### src/rtl/sqat_pkg.sv
// ---------------------------------------------------------------------------
// Send queue package
// Shared widths, codes and record types for the send queue and its cells.
// ---------------------------------------------------------------------------
`default_nettype none

package sqat_pkg;

   // Queue size default for the top level parameter
   localparam int QUEUE_DEPTH_DEFAULT = 32;

   // Field widths
   localparam int DEV_W     = 32;
   localparam int OFF_W     = 64;
   localparam int HASH_W    = 64;
   localparam int LEN_W     = 16;
   localparam int LIMIT_W   = 6;
   localparam int BPD_W     = 6;
   localparam int STATUS_W  = 3;
   localparam int SLOT_W    = 5;
   localparam int OCC_W     = 6;
   localparam int CMD_W     = 2;
   localparam int CSR_W     = 16;
   localparam int CSR_IDX_W = 1;
   localparam int REQ_DATA_W = 184;
   localparam int RSP_DATA_W = 192;

   // Most results a list transaction may report
   localparam logic [LIMIT_W-1:0] MAX_RESULTS = 6'd32;

   // Register reset values
   localparam logic [BPD_W-1:0] BPD_RESET     = 6'd24;
   localparam logic [LEN_W-1:0] MAX_LEN_RESET = 16'd4096;

   typedef enum logic [CMD_W-1:0] {
      CMD_PUSH = 2'd0,
      CMD_POP  = 2'd1,
      CMD_ACK  = 2'd2,
      CMD_LIST = 2'd3
   } cmd_type;

   typedef enum logic [STATUS_W-1:0] {
      STS_OK        = 3'd0,
      STS_PUSHED_BP = 3'd1,
      STS_TOO_LARGE = 3'd2,
      STS_FULL      = 3'd3,
      STS_EMPTY     = 3'd4,
      STS_NONE      = 3'd5,
      STS_RSVD6     = 3'd6,
      STS_RSVD7     = 3'd7
   } status_type;

   typedef enum logic [CSR_IDX_W-1:0] {
      CSR_BP_DEPTH = 1'd0,
      CSR_MAX_LEN  = 1'd1
   } csr_idx_type;

   // One stored descriptor
   typedef struct packed {
      logic [DEV_W-1:0]  dev;
      logic [OFF_W-1:0]  off;
      logic [HASH_W-1:0] hash;
      logic [LEN_W-1:0]  len;
      logic              pending;
   } entry_type;

   // Broadcast control from the sequencer to every cell
   typedef struct packed {
      logic             token_start;
      logic             token_shift;
      logic             clr_pend;
      logic             match_ack;
      logic [DEV_W-1:0] key_dev;
      logic [OFF_W-1:0] key_off;
   } cell_ctrl_type;

   // One result transaction
   typedef struct packed {
      status_type        status;
      logic [SLOT_W-1:0] slot;
      logic [DEV_W-1:0]  dev;
      logic [OFF_W-1:0]  off;
      logic [HASH_W-1:0] hash;
      logic [LEN_W-1:0]  len;
      logic              pend;
      logic [OCC_W-1:0]  occ;
      logic              bp;
      logic              last;
   } rsp_type;

endpackage

`default_nettype wire

### src/rtl/sqat_cell.sv
// ---------------------------------------------------------------------------
// Send queue cell
// Holds one descriptor slot and one bit of the scan token that walks the row.
// ---------------------------------------------------------------------------
`default_nettype none

module sqat_cell #(
   parameter bit FIRST = 1'b0
) (
   input  logic                    clock,
   input  logic                    reset,
   input  sqat_pkg::cell_ctrl_type ctrl,
   input  logic                    wr_sel,
   input  sqat_pkg::entry_type     wr_data,
   input  logic                    token_prev,
   output logic                    token_out,
   output sqat_pkg::entry_type     entry_out,
   output logic                    hit
);
   import sqat_pkg::*;

   logic [DEV_W-1:0]  dev_ff;
   logic [OFF_W-1:0]  off_ff;
   logic [HASH_W-1:0] hash_ff;
   logic [LEN_W-1:0]  len_ff;
   logic              pend_ff, pend_in;
   logic              token_ff, token_in;

   // Descriptor payload, written on push
   always_ff @(posedge clock) begin
      if (wr_sel) begin
         dev_ff  <= wr_data.dev;
         off_ff  <= wr_data.off;
         hash_ff <= wr_data.hash;
         len_ff  <= wr_data.len;
      end
   end

   // Pending mark: set by push, cleared by a matching ack under the token
   always_comb begin
      pend_in = pend_ff;
      if (wr_sel) begin
         pend_in = 1'b1;
      end else if (ctrl.clr_pend && token_ff) begin
         pend_in = 1'b0;
      end
   end

   // Token: loaded at cell 0, then handed to the next cell
   always_comb begin
      token_in = token_ff;
      if (ctrl.token_start) begin
         token_in = FIRST;
      end else if (ctrl.token_shift) begin
         token_in = token_prev;
      end
   end

   always_ff @(posedge clock) begin
      if (reset) begin
         pend_ff  <= 1'b0;
         token_ff <= 1'b0;
      end else begin
         pend_ff  <= pend_in;
         token_ff <= token_in;
      end
   end

   assign token_out = token_ff;
   assign entry_out = '{dev: dev_ff, off: off_ff, hash: hash_ff, len: len_ff,
                        pending: pend_ff};
   // Hit: token here, pending, and on ack the key matches
   assign hit = token_ff && pend_ff &&
                (!ctrl.match_ack || (dev_ff == ctrl.key_dev && off_ff == ctrl.key_off));

endmodule

`default_nettype wire

### config.mk
export PLATFORM = sky130hd
export DESIGN_NAME = sqat_cell
export DESIGN_NICKNAME = d
export VERILOG_FILES = /design/src/rtl/sqat_pkg.sv /design/src/rtl/sqat_cell.sv
export SDC_FILE = /design/constraint.sdc
export NUM_CORES = 1
export LEC_CHECK = 0
export BUFFER_PORTS_ARGS = -buffer_cell sky130_fd_sc_hd__buf_2
export CORE_AREA = 2 2 179 181
export CTS_CLUSTER_SIZE = 16
export DETAILED_ROUTE_END_ITERATION = 12
export DIE_AREA = 0 0 181 183
export SLEW_MARGIN = 30
export SYNTH_ARGS = -nofsm -noshare
export SYNTH_HDL_FRONTEND = slang
export SYNTH_SLANG_ARGS = --single-unit
### constraint.sdc
create_clock -name clock -period 1.19 [get_ports clock]
set_input_delay 0.0595 -clock clock [delete_from_list [all_inputs] [get_ports clock]]
set_output_delay 0.0595 -clock clock [all_outputs]
set_load 0.05 [all_outputs]
* Word-level counts from Yosys, hierarchy flattened
Cells that the tools add are included.
** Storage, ports and cells
- Word-level logic and storage cells :: 18
- Register bits after elaboration :: 178
- Bits of input ports :: 281
** Cells by class
- Equal/unequal tests :: 2
- Muxes and demuxes :: 2
- Reductions and logical operators :: 8
** Operators by type and width (count)
- $eq A64 B64 Y1 :: 1
- $eq A32 B32 Y1 :: 1
- $logic_and A1 B1 Y1 :: 4
- $mux W1 :: 2
- $reduce_bool A2 Y1 :: 1
- $reduce_or A2 Y1 :: 1
- $logic_not A1 Y1 :: 1
- $logic_or A1 B1 Y1 :: 1

* Depth between registers and ports, before layout
Gate-level depths: netlist of the first run.
- Depth in word-level cells :: 4
- Depth in mapped cells :: 5
- Mapped depth without buffers :: 5

* Worst setup path after synthesis of the first run
No wires, ideal clock.
- Path kind :: register -> output
- From :: reg off_ff[29]
- To :: out hit
- Cell stages (with the launch flop) :: 6
- Required time :: 1131 ps
- Arrival :: 1761 ps
- Path buffers :: 0
- Slack :: -630 ps
- Cell sequence :: edfxtp_1 xnor2_1 nand4_1 nor4_2 nand3_1 o22ai_2
** Between the ends
- Cells in the longest elaborated chain, start to end :: 4
** Ends and longest elaborated chain
- from (decl) :: RTL line sqat_cell.sv:23 : logic [OFF_W-1:0] off_ff;
- from (signal assigned) :: RTL line sqat_cell.sv:33 : off_ff <= wr_data.off;
- $eq A64 B64 Y1 :: RTL line sqat_cell.sv:74 : (!ctrl.match_ack || (dev_ff == ctrl.key_dev && off_ff == ctrl.key_off));
- $logic_and A1 B1 Y1 :: RTL line sqat_cell.sv:74
- $logic_or A1 B1 Y1 :: RTL line sqat_cell.sv:74
- $logic_and A1 B1 Y1 :: RTL line sqat_cell.sv:73 : assign hit = token_ff && pend_ff &&
- to (decl) :: RTL line sqat_cell.sv:18 : output logic hit
Every way passes these cells.

* Final worst setup path of the first run
- From :: reg off_ff[23]
- To :: out hit
Same word-level chain as after synthesis.

==> results of run 1 <==
==> metal layers <==
metal / vias up / global-route usage (%) / part of all wire, %
met5: - / 0 / 0.056
met4: 2 / 4.59 / 1.8
met3: 32 / 4.09 / 6.8
met2: 280 / 24.4 / 52
met1: 2598 / 15.4 / 40
li1: 2609 / - / -
==> critical path: stages, from the launching register on <==
cell	delay [ns]
edfxtp_1	0.44
xnor2_2	0.17
nand4_1	0.19
nor4_4	0.36
buf_4	0.18
nand4_1	0.16
o22ai_4	0.16
buf_8	0.17
==> worst paths after layout <==
check,startpoint,cells after the start,endpoint
max,off_ff[23]$_DFFE_PP_,7,hit
min,wr_sel,1,hash_ff[28]$_DFFE_PP_
max reg2reg,token_out$_SDFFE_PP0P_,4,pend_ff$_SDFFE_PP0P_
min reg2reg,pend_ff$_SDFFE_PP0P_,3,pend_ff$_SDFFE_PP0P_
==> registers in the layout (all words and copies together) (netlist names) <==
name       cells
len_ff        16
pend_ff        1
off_ff        64
dev_ff        32
hash_ff       64
token_out      1
==> repair_timing <==
item / in CTS / in global routing
hold buffers: 181 / 0
gates resized for setup: 111 / 70
hold endpoints to repair: 178 / 0
setup endpoints to repair: 38 / 53
pin swaps: 4 / 4
buffers inserted: 13 / 13
==> synthesized netlist by cell type (all sizes together) <==
cell / count
o22ai: 1
xor2: 1
buf: 1
edfxtp: 176
nand2: 2
nor4: 5
a21oi: 1
nor2: 1
dfxtp: 2
mux2i: 1
nand3: 2
nand4: 24
xnor2: 95
nor3: 3
==> cell type report <==
type / count / area (sq um)
fill: 2859 / 18700
sequential: 178 / 5330
timing repair buffer: 681 / 4970
multi-input combinational: 136 / 1140
tap: 402 / 503
clock buffer: 17 / 425
clock inverter: 15 / 170
==> through the flow <==
stage	total power [mW]	cell area, sq um	setup slack, ns	utilization, %
after floorplan	9.91	6430	-0.551	-
after global placement	11.2	9580	-0.914	30.7
after detailed placement	11.3	9580	-1.01	30.7
after CTS	17.6	12400	-1.20	39.6
after global routing	18.2	12500	-1.23	40.1
final	17.5	12500	-1.12	40.1
==> cell families (layout without fill, tap and decap cells) <==
group,after synthesis,count (layout),share of synthesized area [%]
compound gates,2,2,0.273
xor+xnor,96,96,13.1
buf+inv,1,713,0.117
flops,178,178,82.9
mux,1,1,0.156
simple gates,37,37,3.49
==> power breakdown <==
group | leakage, nW | internal (mW) | switching [mW] | total [mW]
Sequential | 1.74 | 7.45 | 0.282 | 7.73
Clock | 0.290 | 2.83 | 2.72 | 5.54
Combinational | 3.20 | 1.68 | 2.54 | 4.22
Total | 5.23 | 11.9 | 5.54 | 17.5
==> placed cells by master (no fill, tap or decap), types with 2 or more instances in the layout <==
cell and n:
nor4_2 2, buf_2 395, nand2_1 2, edfxtp_1 176, xnor2_1 93, clkinv_8 5, buf_4 36, nor4_1 2
clkinv_4 3, buf_6 33, inv_6 4, clkbuf_16 17, inv_8 2, dfxtp_1 2, nor3_1 3, buf_12 11
xnor2_2 2, clkbuf_4 8, nand4_1 24, buf_8 17, dlygate4sd3_1 181
==> reports/qor.csv, run 1 <==
metric,value,unit
Final Cycle Share,194,%
worst setup margin,-1.12,ns
Non-Filler Instances,1429,
endpoints failing setup,12,
unrepaired setup endpoints after global routing,yes,
failing checks,negative setup slack,
status,"finished, violations left",
n_diodes,0,
Cell variety after synth,15,
Slew Limit Fails,0,
layout cells sized above 1,52.5,%
die height,183,um
largest net degree at the start of global routing,31,
Peak Freq,433,MHz
first-pass GRT wire length,34.1,mm
#FFs+latches synth,178,
DR vias/cell,3.86,
die area,0.0331,sq mm
Synth top area share,82.3,%
"Cell Area, Synth",0.00642,sq mm
Vias,5521,
final WL,23.3,mm
flop2flop setup slack,0.41,ns
number of remaining DRC errors,0,
Rel. slew slack,76.9,%
startpoint types,register,
wire per inst,16.3,um
vias in the first global route,6157,
initial antenna violation count,1,
Root Buffer,clkbuf_16,
CTS Sinks,178,
Post-DP HPWL,17.0,mm
worst-path maximum fanout,2,
Post-Route Setup TNS,-1.25,ns
Core ar.,0.0312,sq mm
clk_skew,0.000214,ns
GPL Wtd Cong,0.782,
largest cells by area after synthesis,"edfxtp_1 (82%), xnor2_1 (13%), nand4_1 (2.3%)",
Starting Density,20.6,%
Rows,65,
Worst Hold Class,input port to register,
Fin Hold WS,0.0264,ns
Total GRT Usage,13.6,%
Post-Syn Instances,315,
CP Data Required Time,1.13,ns
CTS tree,done,
Synth-to-Final Area Change,95.0,%
Pleak,5.23,nW
final hold vios,0,
port bufs,458,
critical path endpoint category,output port,
Max Root-Sink Buffers,2,
TritonCTS Buffers,17,
Ys Warns,0,
CP arrival,2.25,ns
DR iter-0 viols,208,
Overflow after GRT,0,
deepest level of the CTS H-tree,4,
DRT antenna net count,0,
Die X,181,um
Pre-Repair DR Iteration Count,6,
io pins,460,
Tmin final,2.31,ns
VDD IR-drop max,0.902,mV
sequential cell area fraction in the yosys report,82.9,%
WS Path Type,register to output port,
final net count,1295,
max-cap viol count,0,
Pwr per Cell Area,1400,mW/mm^2
"CTS clk-pin slew, worst paths",0.08,ns
syn_nets,596,
"area leader, netlist",edfxtp_1,
Worst Max-Slew Pin Slew,0.344,ns
Mapped Avg Cell Area,20.4,sq um
clk_lat worst skew,0.41,ns
dpl cells,1215,
Note: power is estimated with default switching activity, not from simulation.
==> inputs of run 2 (changes only) <==
--- a/config.mk
+++ b/config.mk
@@ -10,6 +10,7 @@
 export CTS_CLUSTER_SIZE = 16
 export DETAILED_ROUTE_END_ITERATION = 12
 export DIE_AREA = 0 0 181 183
+export RECOVER_POWER = 25
 export SLEW_MARGIN = 30
 export SYNTH_ARGS = -nofsm -noshare
 export SYNTH_HDL_FRONTEND = slang
==> reports/qor.csv, run 2 (synthesis results as in run 1) <==
metric,value,unit
Final Cycle Share,193,%
Slew Limit Fails,0,
CTS tree,done,
failing checks,negative setup slack,
Root Buffer,clkbuf_16,
Place WS,-1.01,ns
unrepaired setup endpoints after global routing,yes,
DR vias/cell,3.89,
initial antenna violation count,1,
number of remaining DRC errors,0,
Rows,65,
Vias,5552,
DR iter-0 viols,197,
WP buf/inv,2,
GPL Wtd Cong,0.782,
die height,183,um
Post-Route Setup TNS,-1.25,ns
Synth-to-Final Area Change,94.1,%
TritonCTS Buffers,17,
FILL cells,2874,
Die X,181,um
layout cells sized above 1,51.7,%
Pre-Repair DR Iteration Count,6,
final net count,1295,
clk_lat worst skew,0.41,ns
die area,0.0331,sq mm
startpoint types,register,
WS Path Type,register to output port,
first-pass GRT wire length,34.1,mm
Core ar.,0.0312,sq mm
max-cap viol count,0,
Post-DP HPWL,17.0,mm
port bufs,458,
critical path's top delay family,simple AND/OR/NAND/NOR gates,
Pwr per Cell Area,1400,mW/mm^2
VDD IR-drop max,0.902,mV
dpl cells,1215,
Total GRT Usage,13.6,%
Non-Filler Instances,1429,
final hold vios,0,
CP Data Required Time,1.13,ns
final WL,23.2,mm
status,"finished, violations left",
io pins,460,
Tmin final,2.30,ns
Regs by FF count,"hash_ff x64, off_ff x64, dev_ff x32",
Max Root-Sink Buffers,2,
slowest CP cell,edfxtp_1,
most frequent cells in the layout,"buf_2 (395), dlygate4sd3_1 (181), edfxtp_1 (176)",
CTS Sinks,178,
worst setup margin,-1.11,ns
Design Power,17.5,mW
Rel. slew slack,53.7,%
CP max stage delay,0.44,ns
vias in the first global route,6157,
endpoints failing setup,13,
Starting Density,20.6,%
worst-path maximum fanout,2,
largest net degree at the start of global routing,31,
DRT antenna net count,0,
Worst Max-Slew Pin Slew,0.694,ns
Peak Freq,435,MHz
CP most frequent cell,nand4_1,
critical path endpoint category,output port,
Fin Hold WS,0.332,ns
worst path cell trace,"xnor2_2, nand4_1, nor4_4, buf_4, nand4_1, o22ai_4, buf_8",
"CTS clk-pin slew, worst paths",0.08,ns
Pleak,5.19,nW
clk_skew,0.000214,ns
CP arrival,2.24,ns
wire per inst,16.3,um
Overflow after GRT,0,
Worst Hold Class,input port to register,
"commonest non-fill, non-tap cell in the layout",buf_2,
deepest level of the CTS H-tree,4,
n_diodes,0,
run 2: worst paths after layout:
check | slack [ns] | end | cells after the start | start
worst max-delay path | -1.11 | hit | 7 | off_ff[23]$_DFFE_PP_
worst min-delay path | 0.33 | hash_ff[38]$_DFFE_PP_ | 2 | wr_data[55]
worst max register to register | 0.41 | pend_ff$_SDFFE_PP0P_ | 4 | token_out$_SDFFE_PP0P_
worst min register to register | 0.61 | pend_ff$_SDFFE_PP0P_ | 3 | pend_ff$_SDFFE_PP0P_
run 2: cell type report:
cell class	count	area [sq um]	share of cell area, %
Sequential cell	178	5330	42.7
Clock inverter	15	170	1.36
Clock buffer	17	425	3.41
Timing Repair Buffer	681	4900	39.3
Tap cell	402	503	4.03
Multi-Input combinational cell	136	1140	9.15
run 2: worst register-to-register path, stage by stage, from the launching register on:
cell,delay (ns)
dfxtp_1,0.33
buf_4,0.11
nand2_1,0.04
a21oi_1,0.13
nor2_1,0.06
run 2: metal layers:
metal  vias up  GRT usage (%)  routed length [um]
met5         -              0                  13
met4         2           4.59                 425
met3        32           4.09                1600
met2       290           24.4               12100
met1      2619           15.4                9100
li1       2609              -                   -
run 2: what timing repair did:
action | 4_1_cts | 5_1_grt
resized for setup | 111 | 70
hold buffers | 181 | 0
buffers inserted | 13 | 13
hold endpoints to repair | 178 | 0
endpoints found under the setup margin | 38 | 53
pin swaps | 4 | 4
gates cloned | 0 | 0
run 2: stage by stage:
stage	cell area (sq um)	utilization, %
3_5_place_dp	9580	30.7
4_1_cts	12400	39.6
3_3_place_gp	9580	30.7
6_report	12500	39.9
5_1_grt	12500	39.9
2_1_floorplan	6430	-
run 2: power breakdown:
part           internal (mW)  switching [mW]
Clock                   2.83            2.72
Sequential              7.45           0.282
Combinational           1.65            2.54
==> inputs of run 3 (changes only) <==
--- a/config.mk
+++ b/config.mk
@@ -10,6 +10,7 @@
 export CTS_CLUSTER_SIZE = 16
 export DETAILED_ROUTE_END_ITERATION = 12
 export DIE_AREA = 0 0 181 183
+export PLACE_DENSITY_LB_ADDON = 0.1
 export RECOVER_POWER = 25
 export SLEW_MARGIN = 30
 export SYNTH_ARGS = -nofsm -noshare
==> reports/qor.csv, run 3 (synthesis results as in run 1) <==
metric,value,unit
status,"finished, violations left",
failing checks,negative setup slack,
clk_skew,0.0000623,ns
Pre-Repair DR Iteration Count,4,
CP Data Required Time,1.13,ns
Synth-to-Final Area Change,93.4,%
Final Cycle Share,187,%
port bufs,458,
Regs by FF count,"hash_ff x64, off_ff x64, dev_ff x32",
Rel. slew slack,72.2,%
DRT antenna net count,0,
Place WS,-0.822,ns
Worst Reg-to-Reg Cells,4,
worst-path maximum fanout,2,
Min-Delay Endpoint,hash_ff[4]$_DFFE_PP_,
wire per inst,16.2,um
TritonCTS Buffers,17,
Slew Limit Fails,0,
CTS Sinks,178,
DR vias/cell,3.76,
FILL cells,3048,
Worst Hold Class,input port to register,
Starting Density,20.6,%
CP arrival,2.17,ns
Tmin final,2.23,ns
Pwr per Cell Area,1400,mW/mm^2
Worst Max-Slew Pin Slew,0.413,ns
initial antenna violation count,0,
die area,0.0331,sq mm
Pleak,5.16,nW
"commonest non-fill, non-tap cell in the layout",buf_2,
worst r2r dst,pend_ff$_SDFFE_PP0P_,
die height,183,um
io pins,460,
most frequent cells in the layout,"buf_2 (397), dlygate4sd3_1 (182), edfxtp_1 (176)",
Overflow after GRT,0,
Max Root-Sink Buffers,2,
VDD IR-drop max,0.883,mV
deepest level of the CTS H-tree,4,
final hold vios,0,
critical path endpoint category,output port,
first-pass GRT wire length,33.4,mm
Peak Freq,449,MHz
DR iter-0 viols,144,
number of remaining DRC errors,0,
Reg-to-Reg Start,token_out$_SDFFE_PP0P_,
multi-input logic area,0.00114,sq mm
WS Path Type,register to output port,
layout cells sized above 1,51.7,%
GPL Wtd Cong,0.726,
Die X,181,um
Post-Route Setup TNS,-1.18,ns
vias in the first global route,5887,
max-cap viol count,0,
final net count,1289,
startpoint types,register,
worst setup margin,-1.04,ns
Total GRT Usage,13.6,%
flop2flop setup slack,0.41,ns
Root Buffer,clkbuf_16,
WHS Path Cells,2,
largest net degree at the start of global routing,31,
Core ar.,0.0312,sq mm
Reg area,0.00533,sq mm
Rows,65,
hold_sp,wr_data[21],
CTS tree,done,
"CTS clk-pin slew, worst paths",0.08,ns
Post-DP HPWL,17.7,mm
endpoints failing setup,10,
clk_lat worst skew,0.42,ns
Vias,5352,
unrepaired setup endpoints after global routing,yes,
Design Power,17.4,mW
final WL,23.0,mm
## run 3: timing repair
action	in CTS	in global routing
buffers inserted	13	9
pin swaps	3	1
hold endpoints to repair	188	0
endpoints found under the setup margin	29	58
hold buffers	182	0
gates resized for setup	100	72
## run 3: worst max path at each step
stage	to	slack, ns	cells after the start	from
after global routing	hit	-1.23	7	dev_ff[6]$_DFFE_PP_
after global placement	hit	-0.83	7	off_ff[52]$_DFFE_PP_
after CTS	hit	-1.11	7	dev_ff[6]$_DFFE_PP_
final	hit	-1.04	6	dev_ff[20]$_DFFE_PP_
after detailed placement	hit	-0.82	7	dev_ff[2]$_DFFE_PP_
after floorplan	hit	-0.55	5	off_ff[29]$_DFFE_PP_
## run 3: stage by stage
stage	instances	cell area [sq um]	hold WS [ns]	utilization, %
floorplan	315	6430	0.132	-
global placement	1209	9560	0.236	30.6
detailed placement	1209	9560	0.236	30.6
CTS	1423	12300	0.304	39.4
global route	1423	12400	0.301	39.8
finish	1424	12400	0.331	39.8
## run 3: worst max-delay path, cell delays in order (launching register included)
cell	delay (ns)
edfxtp_1	0.41
xnor2_1	0.19
nand4_1	0.13
nor4_1	0.44
nand4_1	0.22
o22ai_4	0.18
buf_6	0.18
## run 3: cell type report
| cell class | count | area share [%] |
|---|---|---|
| Sequential cell | 178 | 42.9 |
| Timing Repair Buffer | 675 | 39.4 |
| Multi-Input combinational cell | 136 | 9.18 |
| Tap cell | 402 | 4.05 |
| Clock buffer | 19 | 3.48 |
| Clock inverter | 13 | 1.01 |
| Antenna cell | 1 | 0.0201 |
## run 3: layer usage
layer / up-vias / track usage (%) / share of wire [%]
met4: 0 / 3.41 / 1.0
met5: - / 0 / 0
met2: 253 / 25.4 / 54
met3: 12 / 6.49 / 9.9
met1: 2493 / 13.5 / 35
li1: 2594 / - / -
## run 3: where the power goes
group	switching, mW	total, mW	internal (mW)
logic	2.52	4.16	1.65
registers	0.246	7.69	7.45
clock network	2.59	5.53	2.93
total	5.36	17.4	12.0
